--- config.mk ---
export PLATFORM = sky130hd
export DESIGN_NAME = tcc_isqrt
export DESIGN_NICKNAME = d
export VERILOG_FILES = /design/src/hdl/assert_macros.svh /design/src/hdl/tcc_isqrt.sv
export SDC_FILE = /design/constraint.sdc
export NUM_CORES = 2
export LEC_CHECK = 0
export ABC_CLOCK_PERIOD_IN_PS = 16100
export BUFFER_PORTS_ARGS = -buffer_cell sky130_fd_sc_hd__buf_2
export CAP_MARGIN = 20
export CORE_UTILIZATION = 65
export CTS_CLUSTER_DIAMETER = 40
export DETAILED_ROUTE_END_ITERATION = 12
export HOLD_SLACK_MARGIN = 0.08
export PLACE_DENSITY = 0.82
export SLEW_MARGIN = 5
export SYNTH_ARGS = -nofsm -noshare
export SYNTH_HDL_FRONTEND = slang
export SYNTH_SLANG_ARGS = --single-unit
--- constraint.sdc ---
create_clock -name clk -period 16.1 [get_ports clk]
set_input_delay 2.415 -clock clk [delete_from_list [all_inputs] [get_ports clk]]
set_output_delay 2.415 -clock clk [all_outputs]
set_load 0.005 [all_outputs]
--- src/hdl/assert_macros.svh ---
// Assertion helpers for the RTL, included by the top level.
`ifndef ASSERT_MACROS_SVH
`define ASSERT_MACROS_SVH
`ifndef ASSERT_OFF
// Check a property on every rising edge outside reset.
`define TCC_ASSERT(lbl, clk, rst, prop, msg) \
  lbl: assert property (@(posedge clk) disable iff (rst) prop) else $error(msg);
// Check that a condition in the next cycle follows from a condition now.
`define TCC_ASSERT_NEXT(lbl, clk, rst, pre, post, msg) \
  lbl: assert property (@(posedge clk) disable iff (rst) pre |=> post) else $error(msg);
`else
`define TCC_ASSERT(lbl, clk, rst, prop, msg)
`define TCC_ASSERT_NEXT(lbl, clk, rst, pre, post, msg)
`endif
`endif

--- src/hdl/tcc_isqrt.sv ---
// Pipelined integer square root of a*a + b*b, one result bit per stage.
module tcc_isqrt #(
  parameter int S      = 16,
  parameter int SIDE_W = 1
) (
  input  logic                clk,
  input  logic                rst,
  input  logic                en,
  input  logic                in_valid,
  input  logic signed [S-1:0] a,
  input  logic signed [S-1:0] b,
  input  logic [SIDE_W-1:0]   side_in,
  output logic                out_valid,
  output logic [S-1:0]        root,
  output logic [SIDE_W-1:0]   side_out
);
  localparam int NW = 2 * S;

  logic [S-1:0]      ma, mb;
  logic [NW-1:0]     sqa, sqb;
  logic              v_sq;
  logic [SIDE_W-1:0] side_sq;
  logic [NW-1:0]     n_r    [0:S];
  logic [NW-1:0]     res_r  [0:S];
  logic [SIDE_W-1:0] side_r [0:S];
  logic [S:0]        v_r;
  logic [NW-1:0]     bitv   [0:S-1];
  logic [NW-1:0]     trial  [0:S-1];
  logic [NW-1:0]     n_next   [1:S];
  logic [NW-1:0]     res_next [1:S];

  assign ma = a[S-1] ? S'(-a) : S'(a);
  assign mb = b[S-1] ? S'(-b) : S'(b);

  always_comb begin
    for (int j = 0; j < S; j++) begin
      bitv[j]  = NW'(1) << (2 * (S - 1 - j));
      trial[j] = res_r[j] + bitv[j];
      if (n_r[j] >= trial[j]) begin
        n_next[j+1]   = n_r[j] - trial[j];
        res_next[j+1] = (res_r[j] >> 1) + bitv[j];
      end else begin
        n_next[j+1]   = n_r[j];
        res_next[j+1] = res_r[j] >> 1;
      end
    end
  end

  always_ff @(posedge clk) begin
    if (rst) begin
      v_sq <= 1'b0;
      v_r  <= '0;
    end else if (en) begin
      v_sq <= in_valid;
      v_r  <= {v_r[S-1:0], v_sq};
    end
  end

  always_ff @(posedge clk) begin
    if (en) begin
      sqa       <= NW'(ma) * NW'(ma);
      sqb       <= NW'(mb) * NW'(mb);
      side_sq   <= side_in;
      n_r[0]    <= sqa + sqb;
      res_r[0]  <= '0;
      side_r[0] <= side_sq;
      for (int j = 1; j <= S; j++) begin
        n_r[j]    <= n_next[j];
        res_r[j]  <= res_next[j];
        side_r[j] <= side_r[j-1];
      end
    end
  end

  assign out_valid = v_r[S];
  assign root      = res_r[S][S-1:0];
  assign side_out  = side_r[S];
endmodule

### Yosys cells after proc, flatten, opt, wreduce, memory -nomap -nowiden

Memory sizes are Yosys's and may differ from the RTL's.
Cells that the tools add are included.

| operators by class | value |
|---|---|
| multiplexer cells | 36 |
| $mul | 2 |
| add/subtract/negate cells | 51 |
| order comparisons | 16 |

Operators with widths:

| kind | number |
|---|---|
| 32-bit two-way mux | 32 |
| 32-bit >= comparator | 16 |
| 32-bit subtractor | 16 |
| 16-bit by 16-bit multiplier with 32-bit output | 2 |
| 31-bit by 1-bit adder with 32-bit output, second input constant | 1 |
| 31-bit by 11-bit adder with 32-bit output, second input constant | 1 |
| 31-bit by 13-bit adder with 32-bit output, second input constant | 1 |
| 31-bit by 15-bit adder with 32-bit output, second input constant | 1 |
| 31-bit by 17-bit adder with 32-bit output, second input constant | 1 |
| 31-bit by 19-bit adder with 32-bit output, second input constant | 1 |
| 31-bit by 21-bit adder with 32-bit output, second input constant | 1 |
| 31-bit by 23-bit adder with 32-bit output, second input constant | 1 |
| 31-bit by 25-bit adder with 32-bit output, second input constant | 1 |
| 31-bit by 27-bit adder with 32-bit output, second input constant | 1 |
| 31-bit by 29-bit adder with 32-bit output, second input constant | 1 |
| 31-bit by 3-bit adder with 32-bit output, second input constant | 1 |
| 31-bit by 31-bit adder with 32-bit output, second input constant | 1 |
| 31-bit by 5-bit adder with 32-bit output, second input constant | 1 |
| 31-bit by 7-bit adder with 32-bit output, second input constant | 1 |
| 31-bit by 9-bit adder with 32-bit output, second input constant | 1 |
| 32-bit by 1-bit adder with 32-bit output, second input constant | 1 |
| 32-bit by 11-bit adder with 32-bit output, second input constant | 1 |
| 32-bit by 13-bit adder with 32-bit output, second input constant | 1 |
| 32-bit by 15-bit adder with 32-bit output, second input constant | 1 |
| other kinds (16) | 19 |

| storage, ports and cells | value |
|---|---|
| memories | 3 |
| bits in registers | 83 |
| output and inout bits | 18 |
| memory bits (writable) | 1105 |

Memories:

| memory | words | width | read ports | clocked after Yosys merged registers in | write ports | line | source |
|---|---|---|---|---|---|---|---|
| n_r | 17 | 32 | 16 | 0 | 17 | tcc_isqrt.sv:23 | `logic [NW-1:0] n_r [0:S];` |
| res_r | 17 | 32 | 17 | 0 | 17 | tcc_isqrt.sv:24 | `logic [NW-1:0] res_r [0:S];` |
| side_r | 17 | 1 | 17 | 0 | 17 | tcc_isqrt.sv:25 | `logic [SIDE_W-1:0] side_r [0:S];` |

### Logic depth before layout (Yosys ltp)

An unclocked memory read counts as a cell.

| depth | value |
|---|---|
| depth after elaboration | 4 |
| gate-level depth with buffers | 32 |

### Worst setup path after synthesis

No wires, ideal clock.

| timing path | value |
|---|---|
| path kind | input-to-reg |
| start point | in a[5] |
| end point | reg sqa[28], data pin |
| path slack | 6.414 ns |
| stages on the path | 26 |
| arrival time | 9.410 ns |
| required time | 15.824 ns |
| path through | or4_4 > nor4_4 > nand2b_2 > or4_1 > or4b_1 > buf_6 > nor2_8 > inv_1 > fa_1 > inv_1 > fa_1 > fa_1 > fa_1 > fa_1 > inv_1 > fa_1 > inv_1 > ha_1 > nand2_1 > nor2_1 > nand4_1 > o21ba_2 > o21ai_0 > a21oi_1 > o311ai_0 > xor2_1 |

| between the ends | value |
|---|---|
| word-level cells in the longest chain between the ends | 3 |

Ends and longest elaborated chain:

| element | line | source |
|---|---|---|
| from (decl) | tcc_isqrt.sv:10 | `input logic signed [S-1:0] a,` |
| 16-bit negation | tcc_isqrt.sv:32 | `assign ma = a[S-1] ? S'(-a) : S'(a);` |
| 16-bit two-way mux * | tcc_isqrt.sv:32 |  |
| 16-bit by 16-bit multiplier with 32-bit output * | tcc_isqrt.sv:61 | `sqa <= NW'(ma) * NW'(ma);` |
| to (signal assigned) | tcc_isqrt.sv:61 |  |
| to (decl) | tcc_isqrt.sv:20 | `logic [NW-1:0] sqa, sqb;` |

Every way passes the cells marked *; elsewhere a longest branch is shown, timed or not.
A chain may end at the register's enable or synchronous reset.

### Worst setup path in the final report

| timing path | value |
|---|---|
| start point | in a[0] |
| end point | reg sqa[31], data pin |

The elaborated chain is that of the path after synthesis.

==> summary by stage <==
Critical path
The register-to-register path setup slack is 11970 ps. Data arrives at the worst endpoint at 10750 ps. The number of cells on the worst reg-to-reg path is 10. The cell family with the largest share of critical-path delay is adder cells. The largest incremental delay on the critical path is slightly above 700 ps. The worst setup path is launched from an input port. At the worst endpoint, the required time is ~16000 ps. The type of the setup path with the least slack is in2reg. The slowest stage of the critical path belongs to the cell sky130_fd_sc_hd__xnor2_1. The maximum fanout along the worst path is 17. The number of buffers and inverters on the critical path is 9. The cell repeated most along the worst path is sky130_fd_sc_hd__inv_1. The worst register-to-register path begins at n_r[0][403].

The worst setup path is captured at a flip-flop. The endpoint identified for the worst register-to-register timing path is n_r[0][445].

Floorplan
The floorplan step set the die width to around 270 um. The initial core utilization is about two thirds. The count of standard-cell rows is a little under 100.

The vertical die dimension is 275 um. The floorplan step defined a die boundary enclosing 0.0756 sq mm. 55 I/O pins were placed.

The core region area is about 0.073 sq mm.

STA
The worst pin sits at a relative slew slack of 23.5%. The slew at the pin with the worst max-slew slack is between 1000 and 1500 ps. The number of setup violations in the final report is 0. The number of max-slew violations in the final report is 0. The worst clock skew on the final layout is ~67 ps. The minimum clock period after layout is between 10000 and 15000 ps. Dividing the final minimum period by the clock period gives between 60% and 70%.

Setup repair after global routing left no endpoint under its margin. The total negative slack for setup checks is 0 ps. Derived from the worst setup path, the maximum achievable clock frequency is 96.5 MHz.

The least setup slack across all paths after layout is 5740 ps. The hold violation count in the final report is 0.

Final layout
The number of nets in the final layout is a little over 5000. The signed area change from the synthesized netlist to the final layout is 10.4%. The total of fill cells in the finished design is 4725. The share of cells above drive strength 1 is roughly 6.5%.

Routing
Dividing the detail-routed via count by the number of cells gives 5.83. The wire length the detailed router placed on met1 is between 30 and 40 mm. In the detailed route, the total length drawn on met3 is 4.46 mm. Routed signal wires occupy layers up through met4.

The final antenna-violating net count is 0. The detailed router's first-iteration violation count is about 2300. For this run, the detailed router's first-pass iteration total came to 5. The routed wire length is 99.4 mm. The routed via count is ~31000. Detailed routing placed a total of approximately 54 mm of wire on met2. The routed length per placed instance is approximately 18 um. The DRC violation count after routing is 0.

Clock tree
Clock tree synthesis inserted a total of 96 buffers. CTS built an H-tree with a depth of 3. The quantity of hold-fixing buffers added after cts is 0. The number of gates resized after CTS is 0. At the later pin of the worst-skew pair, clock insertion delay measures 680 ps. The longest clock path from root to sink contains 3 buffers. The number of setup buffers added after CTS is 0. Counting every sink on the clock net gives between 700 and 800.

After clock tree synthesis, the clock-pin slew on the worst setup and hold paths is 60 ps. The tree is rooted in a sky130_fd_sc_hd__clkbuf_16. The clock tree from TritonCTS is done.

Place
The half-perimeter wire length after detailed placement is approximately 72 mm. During placement, the flow inserted port buffers numbering 54. The pre-CTS worst setup slack is roughly 5200 ps. The global placer's final weighted congestion is slightly above 0.9.

GRT
The largest net degree at the start of global routing is ~170. The via count of the first global-routing pass is 32600. The overall routing resource usage is between 20% and 30%.

The overall overflow remaining after global route is 0. The first-pass GRT wire length is between 150 and 200 mm. The number of antenna violations at the first check in global routing was 0.

Synthesis
The synthesized design contains ~730 enable-type register cells. Summing the sequential cell areas from Yosys gives a little under half of the chip area. The count of unique library cells instantiated by Yosys is 90. The cell count after synthesis came out at roughly 4200. The fraction of synthesis flops using an asynchronous set or reset pin is 0%. Ranked by instance count, the synthesized netlist is headed by 728 x sky130_fd_sc_hd__edfxtp_1, 688 x sky130_fd_sc_hd__inv_1, 375 x sky130_fd_sc_hd__ha_1, 328 x sky130_fd_sc_hd__fa_1, 316 x sky130_fd_sc_hd__nand2_1. Sorting the synthesized cells by area gives the leading types as sky130_fd_sc_hd__edfxtp_1 45%, sky130_fd_sc_hd__fa_1 14%, sky130_fd_sc_hd__ha_1 9.7%. The number of warning messages in the yosys log is 0. The biggest area contributor in the post-synthesis netlist is sky130_fd_sc_hd__edfxtp_1. Yosys instantiated no cell more often than sky130_fd_sc_hd__edfxtp_1. After synthesis the netlist holds a flip-flop and latch count of approximately 750. The primary flip-flop cell chosen by synthesis mapping is sky130_fd_sc_hd__edfxtp_1. The area fraction of the dominant cell type after synthesis is 45.2%. The synthesized area per cell is approximately 12 sq um. The synthesized netlist occupies a cell area of around 0.048 sq mm.

Min path
The tightest min-delay check is of the reg2reg type. The worst hold path terminates at side_r[3][0]. The critical hold path startpoint is side_r[2][1]. The hold-critical path depth is 0.

Run
Max-cap violations in this run came to 0.

Run status
The flow ran to the end, and the final reports show no timing, DRC or antenna violations.
==> area by class of cell <==
class,instances,area [sq um],area share [%]
multi-input combinational,2713,23400,43.7
sequential,746,22200,41.6
inverter,703,2640,4.94
clock buffer,106,2440,4.57
tap,959,1200,2.25
clock inverter,71,1090,2.04
timing repair buffer,78,493,0.922
antenna,1,2.50,0.00468
==> placed cells by master, fill, tap and decap left out, drive strengths merged, types with 9 or more instances in the layout <==
cell type / n
nor3: 98
clkinv: 45
and3: 13
xor2: 119
a21oi: 159
edfxtp: 728
o21bai: 25
nand2b: 44
conb: 22
mux2: 14
nand2: 317
buf: 78
or2: 9
o41ai: 9
nor4: 70
dfxtp: 18
nand4b: 9
nand3: 34
ha: 375
a211oi: 13
nor4b: 12
o21ai: 162
inv: 704
and2: 19
xnor2: 195
nor2b: 26
fa: 328
o211ai: 9
bufinv: 18
or3: 22
o21a: 48
o31ai: 26
a31oi: 13
clkbuf: 106
mux2i: 22
a21o: 91
nor2: 266
a21boi: 12
nand4: 42
or4: 14
==> layer usage <==
| metal | vias to the layer above | track usage, % |
|---|---|---|
| met1 | 15500 | 30.9 |
| met2 | 895 | 50.6 |
| met3 | 271 | 3.40 |
| li1 | 14700 | - |
| met5 | - | 0 |
| met4 | 0 | 11.5 |
==> worst max path at each step <==
stage | from | end | cells past startpoint
global placement | a[0] | sqa[31] | 29
finish | a[0] | sqa[31] | 29
global route | a[0] | sqa[28] | 28
detailed placement | a[0] | sqa[31] | 29
floorplan | a[5] | sqa[28] | 26
CTS | a[0] | sqa[28] | 28
==> sequential cells by signal, indices dropped and copies added (netlist names) <==
signal / cells
side_r: 17
v_sq: 1
sqb: 31
sqa: 31
res_r: 136
side_sq: 1
n_r: 512
v_r: 17
==> cells by family after synthesis <==
family | count (synthesis) | share of synthesized area (%)
muxes | 36 | 0.781
and+or+nand+nor | 1014 | 10.1
xor gates and xnor gates | 314 | 5.70
DFF | 746 | 45.9
buffers and inverters | 768 | 6.02
adders and majority gates | 703 | 23.3
AOI/OAI and AO/OA | 624 | 8.21
other | 2 | 0.0155
==> stage by stage <==
| stage | area (sq um) | util [%] | instances | hold WS (ps) |
|---|---|---|---|---|
| after CTS | 53400 | 72.8 | 5374 | 398 |
| final | 53400 | 72.9 | 5377 | 395 |
| after global placement | 49900 | 68.0 | 5197 | 401 |
| after detailed placement | 49900 | 68.0 | 5197 | 405 |
| after global routing | 53400 | 72.9 | 5376 | 407 |
| after floorplan | 48500 | - | 4227 | 400 |
Power is not shown: default switching activity piles up to over one toggle a cycle in this logic, so the estimate is an artifact.
