===== src/hdl/assert_macros.svh =====
// Assertion helpers for the RTL, included by the top level.
`ifndef ASSERT_MACROS_SVH
`define ASSERT_MACROS_SVH
`ifndef ASSERT_OFF
// Check a property on every rising edge outside reset.
`define TCC_ASSERT(lbl, clk, rst, prop, msg) \
  lbl: assert property (@(posedge clk) disable iff (rst) prop) else $error(msg);
// Check that a condition in the next cycle follows from a condition now.
`define TCC_ASSERT_NEXT(lbl, clk, rst, pre, post, msg) \
  lbl: assert property (@(posedge clk) disable iff (rst) pre |=> post) else $error(msg);
`else
`define TCC_ASSERT(lbl, clk, rst, prop, msg)
`define TCC_ASSERT_NEXT(lbl, clk, rst, pre, post, msg)
`endif
`endif


===== src/hdl/tcc_pkg.sv =====
package tcc_pkg;

  localparam int ZW = 35;  // angle, signed Q5.30 radians
  localparam int CW = 34;  // sine and cosine, signed Q30
  localparam int AW = 16;  // output angle, signed Q3.13

  typedef logic signed [ZW-1:0] angle_t;
  typedef logic signed [CW-1:0] trig_t;
  typedef logic signed [AW-1:0] q13_t;

  localparam angle_t HALF_PI  = 35'sd1686629713;
  localparam angle_t PI_Z     = 35'sd3373259426;
  localparam trig_t  INV_GAIN = 34'sh026DD3B6A;
  localparam angle_t LIM_Z    = 35'sd25736;
  localparam q13_t   Q13_LIM  = 16'sd25736;
  localparam angle_t ROUND_Z  = 35'sd65536;

  // atan(2^-i) in Q30, truncated
  function automatic angle_t atan_tab(input logic [4:0] i);
    angle_t r;
    case (i)
      5'd0:  r = 35'sh03243F6A8;
      5'd1:  r = 35'sh01DAC6705;
      5'd2:  r = 35'sh00FADBAFC;
      5'd3:  r = 35'sh007F56EA6;
      5'd4:  r = 35'sh003FEAB76;
      5'd5:  r = 35'sh001FFD55B;
      5'd6:  r = 35'sh000FFFAAA;
      5'd7:  r = 35'sh0007FFF55;
      5'd8:  r = 35'sh0003FFFEA;
      5'd9:  r = 35'sh0001FFFFD;
      5'd10: r = 35'sh0000FFFFF;
      5'd11: r = 35'sh00007FFFF;
      5'd12: r = 35'sh00003FFFF;
      5'd13: r = 35'sh00001FFFF;
      5'd14: r = 35'sh00000FFFF;
      5'd15: r = 35'sh000007FFF;
      5'd16: r = 35'sh000003FFF;
      5'd17: r = 35'sh000001FFF;
      5'd18: r = 35'sh000000FFF;
      5'd19: r = 35'sh0000007FF;
      5'd20: r = 35'sh0000003FF;
      5'd21: r = 35'sh0000001FF;
      5'd22: r = 35'sh0000000FF;
      5'd23: r = 35'sh00000007F;
      default: r = '0;
    endcase
    return r;
  endfunction

  // round Q5.30 to Q3.13 and clamp to just beyond pi
  function automatic q13_t to_q13(input angle_t z);
    angle_t q;
    q = (z + ROUND_Z) >>> 17;
    if (q > LIM_Z) begin
      q = LIM_Z;
    end else if (q < -LIM_Z) begin
      q = -LIM_Z;
    end
    return q13_t'(q[AW-1:0]);
  endfunction

endpackage


===== src/hdl/tcc_vector.sv =====
// Vectoring CORDIC: atan2(y, x), one iteration per stage.
module tcc_vector import tcc_pkg::*; #(
  parameter int W      = 17,
  parameter int STEPS  = 16,
  parameter int SIDE_W = 1
) (
  input  logic                clk,
  input  logic                rst,
  input  logic                en,
  input  logic                in_valid,
  input  logic signed [W-1:0] y,
  input  logic signed [W-1:0] x,
  input  logic [SIDE_W-1:0]   side_in,
  output logic                out_valid,
  output angle_t              z,
  output logic [SIDE_W-1:0]   side_out
);
  localparam int IW = W + 3;

  logic signed [IW-1:0] xe, ye, fx, fy;
  angle_t               fz;
  logic                 zero_in;
  logic signed [IW-1:0] x_r [0:STEPS];
  logic signed [IW-1:0] y_r [0:STEPS];
  angle_t               z_r [0:STEPS];
  logic                 zero_r [0:STEPS];
  logic [SIDE_W-1:0]    side_r [0:STEPS];
  logic [STEPS:0]       v_r;
  logic signed [IW-1:0] x_next [1:STEPS];
  logic signed [IW-1:0] y_next [1:STEPS];
  angle_t               z_next [1:STEPS];

  // fold the left half plane by a quarter turn
  always_comb begin
    xe      = IW'(x);
    ye      = IW'(y);
    zero_in = (x == '0) && (y == '0);
    if (xe < 0) begin
      if (ye >= 0) begin
        fx = ye;
        fy = -xe;
        fz = HALF_PI;
      end else begin
        fx = -ye;
        fy = xe;
        fz = -HALF_PI;
      end
    end else begin
      fx = xe;
      fy = ye;
      fz = '0;
    end
  end

  always_comb begin
    for (int i = 0; i < STEPS; i++) begin
      if (y_r[i] >= 0) begin
        x_next[i+1] = x_r[i] + (y_r[i] >>> i);
        y_next[i+1] = y_r[i] - (x_r[i] >>> i);
        z_next[i+1] = z_r[i] + atan_tab(5'(i));
      end else begin
        x_next[i+1] = x_r[i] - (y_r[i] >>> i);
        y_next[i+1] = y_r[i] + (x_r[i] >>> i);
        z_next[i+1] = z_r[i] - atan_tab(5'(i));
      end
    end
  end

  always_ff @(posedge clk) begin
    if (rst) begin
      v_r <= '0;
    end else if (en) begin
      v_r <= {v_r[STEPS-1:0], in_valid};
    end
  end

  always_ff @(posedge clk) begin
    if (en) begin
      x_r[0]    <= fx;
      y_r[0]    <= fy;
      z_r[0]    <= fz;
      zero_r[0] <= zero_in;
      side_r[0] <= side_in;
      for (int i = 1; i <= STEPS; i++) begin
        x_r[i]    <= x_next[i];
        y_r[i]    <= y_next[i];
        z_r[i]    <= z_next[i];
        zero_r[i] <= zero_r[i-1];
        side_r[i] <= side_r[i-1];
      end
    end
  end

  // both operands zero give a zero angle
  assign z         = zero_r[STEPS] ? '0 : z_r[STEPS];
  assign out_valid = v_r[STEPS];
  assign side_out  = side_r[STEPS];
endmodule


===== config.mk =====
export PLATFORM = sky130hd
export DESIGN_NAME = tcc_vector
export DESIGN_NICKNAME = d
export VERILOG_FILES = /design/src/hdl/assert_macros.svh /design/src/hdl/tcc_pkg.sv /design/src/hdl/tcc_vector.sv
export SDC_FILE = /design/constraint.sdc
export NUM_CORES = 2
export LEC_CHECK = 0
export BUFFER_PORTS_ARGS = -buffer_cell sky130_fd_sc_hd__buf_2
export CAP_MARGIN = 20
export CORE_UTILIZATION = 65
export CTS_CLUSTER_DIAMETER = 150
export DETAILED_ROUTE_END_ITERATION = 10
export GPL_ROUTABILITY_DRIVEN = 0
export MAX_ROUTING_LAYER = met4
export PLACE_DENSITY = 0.8
export SLEW_MARGIN = 0
export SYNTH_ARGS = -nofsm -noshare
export SYNTH_HDL_FRONTEND = slang
export SYNTH_SLANG_ARGS = --single-unit

===== constraint.sdc =====
create_clock -name clk -period 7.31 [get_ports clk]
set_input_delay 2.193 -clock clk [delete_from_list [all_inputs] [get_ports clk]]
set_output_delay 2.193 -clock clk [all_outputs]
set_load 0.01 [all_outputs]

=== Word level (Yosys, flattened, before mapping) ===
Memories as Yosys holds them, arrays and structs flattened.
Cells that the tools add are included.
W data, S select, Z words.

* $add $sub $neg: 97
* Multiply operators: 0
* Div/mod/pow operators: 0
* Magnitude comparators: 18
* Eq/ne operators: 0
* Shift-type cells: 0
* Mux-type cells: 89
* Bitwise gates (word level): 0
* Reduce and logical (&&, ||, !) cells: 3

{| class="wikitable"
|+ Operators with widths
! cell !! number
|-
| $mux W35 || 51
|-
| $mux W20 || 36
|-
| $add A35 B35 Y35 || 16
|-
| $sub A35 B35 Y35 || 16
|-
| $ge A20 B1 Y1 const B || 16
|-
| $add A20 B10 Y20 || 2
|-
| $add A20 B11 Y20 || 2
|-
| $add A20 B12 Y20 || 2
|-
| $add A20 B13 Y20 || 2
|-
| $add A20 B14 Y20 || 2
|-
| $add A20 B15 Y20 || 2
|-
| $add A20 B16 Y20 || 2
|-
| $add A20 B17 Y20 || 2
|-
| $add A20 B18 Y20 || 2
|-
| $add A20 B19 Y20 || 2
|-
| $add A20 B5 Y20 || 2
|-
| $add A20 B6 Y20 || 2
|-
| $add A20 B7 Y20 || 2
|-
| $add A20 B8 Y20 || 2
|-
| $add A20 B9 Y20 || 2
|-
| $neg A17 Y20 || 2
|-
| $sub A20 B10 Y20 || 2
|-
| $sub A20 B11 Y20 || 2
|-
| $sub A20 B12 Y20 || 2
|-
| other kinds (19) || 34
|}

* Register bits: 17
* Bits in latches: 0
* Bits in writable memories: 1309
* ROM bits: 0
* Output and inout bits: 37
* Memories kept: 5

{| class="wikitable"
|+ Memories
! name !! depth !! width !! rd ports !! clocked after memory_dff !! write ports !! RTL line !! source
|-
| z_r || 17 || 35 || 17 || 0 || 17 || tcc_vector.sv:25 || <nowiki>angle_t z_r [0:STEPS];</nowiki>
|-
| x_r || 17 || 20 || 16 || 0 || 17 || tcc_vector.sv:23 || <nowiki>logic signed [IW-1:0] x_r [0:STEPS];</nowiki>
|-
| y_r || 17 || 20 || 16 || 0 || 17 || tcc_vector.sv:24 || <nowiki>logic signed [IW-1:0] y_r [0:STEPS];</nowiki>
|-
| side_r || 17 || 1 || 17 || 0 || 17 || tcc_vector.sv:27 || <nowiki>logic [SIDE_W-1:0] side_r [0:STEPS];</nowiki>
|-
| zero_r || 17 || 1 || 17 || 0 || 17 || tcc_vector.sv:26 || <nowiki>logic zero_r [0:STEPS];</nowiki>
|}

=== Longest topological paths before layout ===
* Depth in word-level cells: 4
* Mapped depth: 21
* Depth with buffers taken out: 17

=== Worst setup path after synthesis ===
No wires, ideal clock.

* Kind: reg2reg
* From: memory y_r[0][259] (netlist name)
* To: memory z_r[0][487] (netlist name), data pin
* Setup time: 0.258 ns
* Arrival: 5.399 ns
* Data required time: 7.052 ns
* Slack: 1.653 ns
* Cell stages (with the launch flop): 21
* Period minus slack after synthesis: 5.657 ns
* Cells stage by stage: edfxtp_1 > clkbuf_1 > clkbuf_1 > clkbuf_1 > buf_1 > clkbuf_1 > buf_1 > clkbuf_1 > xnor2_1 > ha_1 > or4_1 > a211oi_1 > o31ai_1 > a211oi_1 > a311oi_1 > a31oi_1 > nor2_1 > a21oi_1 > a311o_1 > o21bai_1 > xnor2_1

{| class="wikitable"
|+ RTL lines
! what !! RTL line
|-
| start: declaration || tcc_vector.sv:24
|-
| end: declaration || tcc_vector.sv:25
|}

==> tab_implementation.tex <==
\begin{tabular}{lr}
\hline
Metric & Value \\
\hline
\multicolumn{2}{l}{\textbf{Clock tree}} \\
Number of buffers inserted by post-CTS setup repair & 0 \\
CTS H-tree lvls & 4 \\
Number of buffers added to fix hold violations after cts & 0 \\
TritonCTS Buffers & 136 \\
Root buf cell & clkbuf\_16 \\
Clock latency of the later-clocked register in the worst-skew pair & $\sim$800 ps \\
Clock edge transition at the registers on the reported setup and hold paths & 60 ps \\
CTS tree & built \\
CTS max path bufs & 3 \\
Clock sink count & 1,196 \\
Number of resized instances in the post-cts repair step & 0 \\
\multicolumn{2}{l}{\textbf{Yosys}} \\
Post-Synthesis Cell Area & slightly above 0.09 mm2 \\
Total number of yosys warnings & 0 \\
Compound-cell area share of the yosys netlist & 17.0\% \\
Sequential area share after synthesis & between 30\% and 40\% \\
Main combinational cell family by area after synthesis & compound AO/OA/AOI/OAI gates \\
Post-synthesis share of cell area spent on xor and xnor gates & 12.1\% \\
Number of synthesized flops with an enable pin & approximately 1,200 \\
Post-synthesis cell type count & 95 \\
Area fraction in and, or, nand and nor cells after synthesis & between 10\% and 20\% \\
Number of synthesized register bits & 1,196 \\
Adder-cell share of the synthesized area & roughly an eighth \\
Predominant post-synthesis flop cell & edfxtp\_1 \\
Post-synthesis instance total & between 9,000 and 10,000 \\
Mean instance size in the synthesized netlist & 9.67 um2 \\
Post-synthesis cell type with the largest combined area & edfxtp\_1 \\
Share of Yosys cell area claimed by the top area cell type & 38.3\% \\
Multiplexer share of the synthesized area & 0.881\% \\
Top cells by area in the synthesized netlist & edfxtp\_1, ha\_1, xnor2\_1 \\
Synth async-reset ratio & 0\% \\
\multicolumn{2}{l}{\textbf{Floorplanning}} \\
DIE AREA & roughly 0.14 mm2 \\
Std-Cell Core Area & between 0.1 and 0.15 mm2 \\
Die height & between 300 and 400 um \\
FP Rows & between 100 and 150 \\
Overall die width & $\sim$380 um \\
Starting Density & roughly two thirds \\
Number of top-level pins & 76 \\
\multicolumn{2}{l}{\textbf{STA}} \\
Peak Freq & around 0.19 GHz \\
Max-slew violation count & 0 \\
Endpoints failing hold & 0 \\
Worst Max-Slew Pin Slew & $\sim$1100 ps \\
Max-slew headroom at the worst pin & around a quarter \\
\# setup viols final & 0 \\
Worst hold slack across all endpoints & slightly above 400 ps \\
Period utilization & $\sim$72\% \\
Min Tclk post-route & 5250 ps \\
Setup\_tns & 0 ps \\
Worst setup skew after layout & between 30 and 40 ps \\
RSZ-0062 raised after global routing & no \\
\multicolumn{2}{l}{\textbf{Min path}} \\
Origin of the worst min-delay path & side\_r[7][0] \\
Hold crit path type & flip-flop to flip-flop \\
\multicolumn{2}{l}{\textbf{Critical path}} \\
Startpoint-to-endpoint class of the critical path & flip-flop to flip-flop \\
Critical path fanouts, max & 28 \\
Setup slack on the worst flop-to-flop path & approximately 2100 ps \\
Startpoint class of the critical path & flip-flop \\
Start point of the critical path & y\_r[0][219] \\
Critical register-to-register path endpoint & y\_r[0][238] \\
Ordered cell list for the critical path & clkinv\_1, nor2\_1, xnor2\_1, ha\_1, a21o\_1, a21oi\_1, nor2b\_1, o21a\_1, o41ai\_1, o2111ai\_1, a31oi\_1, nor2b\_1, o21a\_1, o22a\_1, xor2\_1 \\
Slowest stage cell on the critical path & clkinv\_1 \\
Category of the worst setup path capture point & flip-flop \\
Crit path arrival time & between 5000 and 6000 ps \\
Capturing instance or port of the critical path & y\_r[0][238] \\
Number of cells on the worst reg-to-reg path & 15 \\
Source of the worst register-to-register timing path & y\_r[0][219] \\
Required @ worst endpoint & 7850 ps \\
Stage delay of the slowest cell on the critical path & between 900 and 1000 ps \\
\multicolumn{2}{l}{\textbf{Place}} \\
Total placed instance area & roughly 0.095 mm2 \\
\# port buffers & 75 \\
HPWL Detailed & between 150 and 200 mm \\
\multicolumn{2}{l}{\textbf{Route}} \\
Detailed-route vias per instance & 6.25 \\
Vias after detailed routing & slightly above 70,000 \\
Post-DR wirelength/cell & roughly 18 um \\
Number of remaining DRC errors & 0 \\
Routed wire length & approximately 210 mm \\
Iteration count of the initial detailed-routing pass & 6 \\
Remaining antenna violation count & 0 \\
Number of violations reported at the end of detailed-routing iteration 0 & between 6,000 and 7,000 \\
\multicolumn{2}{l}{\textbf{GRT}} \\
Pin count of the biggest net entering global routing & approximately 160 \\
Antenna violations before repair & 4 \\
First-pass GRT wire length & around 340 mm \\
Residual overflow from global routing & 0 \\
Via count of the first global-routing pass & 68,500 \\
Total GRT Usage & between 20\% and 30\% \\
\multicolumn{2}{l}{\textbf{Run status}} \\
Outcome & finished clean \\
\multicolumn{2}{l}{\textbf{Job}} \\
Reported max-cap violation count & 0 \\
\multicolumn{2}{l}{\textbf{Layout}} \\
Synthesis-to-layout area growth & 7.49\% \\
Top library cells by usage in the layout, fill and taps aside & edfxtp\_1, ha\_1, nor2\_1, xnor2\_1, a21oi\_1 \\
Finished Cell Area & a little under 0.1 mm2 \\
Number of nets in the layout & about 11,000 \\
Commonest non-fill, non-tap cell in the layout & edfxtp\_1 \\
Layout cells sized above 1 & around 4.7\% \\
Final Core Density & about 70\% \\
\hline
\end{tabular}
critical path, delay by kind of cell (launching register included):
| kind | cells | cell delay, ps |
|---|---|---|
| simple gates | 3 | 550 |
| flops | 1 | 560 |
| xor+xnor | 2 | 300 |
| fa+ha+maj | 1 | 290 |
| buf+inv | 1 | 950 |
| compound gates | 8 | 2350 |
layout make-up:
type	count	area, um2
multi-input cells	7788	54500
fillers	10200	42000
flip-flops and latches	1196	35700
clock buffers	168	3660
well taps	1890	2360
inverters	351	1320
clock inverters	75	936
repair buffers	121	851
diodes	4	10.0
how the worst min path moves through the flow:
| stage | cells past startpoint | to | slack (ps) |
|---|---|---|---|
| 2_1_floorplan | 0 | side_r[0][1] | 400 |
| 3_3_place_gp | 0 | side_r[5][1] | 400 |
| 3_5_place_dp | 0 | z_r[0][175] | 400 |
| 4_1_cts | 0 | side_r[7][1] | 420 |
| 5_1_grt | 0 | side_r[7][1] | 420 |
| 6_report | 0 | side_r[7][1] | 410 |
through the flow:
step	worst slack, ps	instances
2_1_floorplan	1650	9649
3_3_place_gp	2390	11300
3_5_place_dp	2160	11300
4_1_cts	2180	11600
5_1_grt	1770	11600
6_report	2060	11600
sequential cells by signal (all words and copies together), names as in the netlist:
signal and cells:
side_r 17, y_r 300, z_r 559, v_r 17
zero_r 17, x_r 286
routing by layer:
layer | global-route usage, % | wire, um | vias up
met5 | - | 0 | -
met3 | 3.68 | 11800 | 551
li1 | - | - | 35300
met1 | 36.5 | 88000 | 34200
met2 | 48.8 | 102000 | 2405
met4 | 12.6 | 8540 | 0
cell usage after synthesis (all sizes together), types with 77 or more instances:
cell / number
a31oi: 105
a21o: 179
and3: 87
mux2i: 78
edfxtp: 1179
nor2b: 230
o31ai: 123
nand3: 226
nand2: 559
or3: 137
o21ai: 515
xnor2: 870
o21a: 127
nand4: 77
nor2: 882
nor3: 283
nand2b: 164
xor2: 407
inv: 350
ha: 887
a21oi: 749
clkbuf: 262
o21bai: 86
kinds of logic (layout without fill, tap and decap cells):
kind of cell,count (synthesis),in the layout
simple gates,2957,2957
mux,81,81
xor+xnor,1277,1277
buf+inv,665,715
flops,1196,1196
fa+ha+maj,935,935
other cells,1,85
compound gates,2457,2457
Power is not shown: default switching activity piles up to over one toggle a cycle in this logic, so the estimate is an artifact.
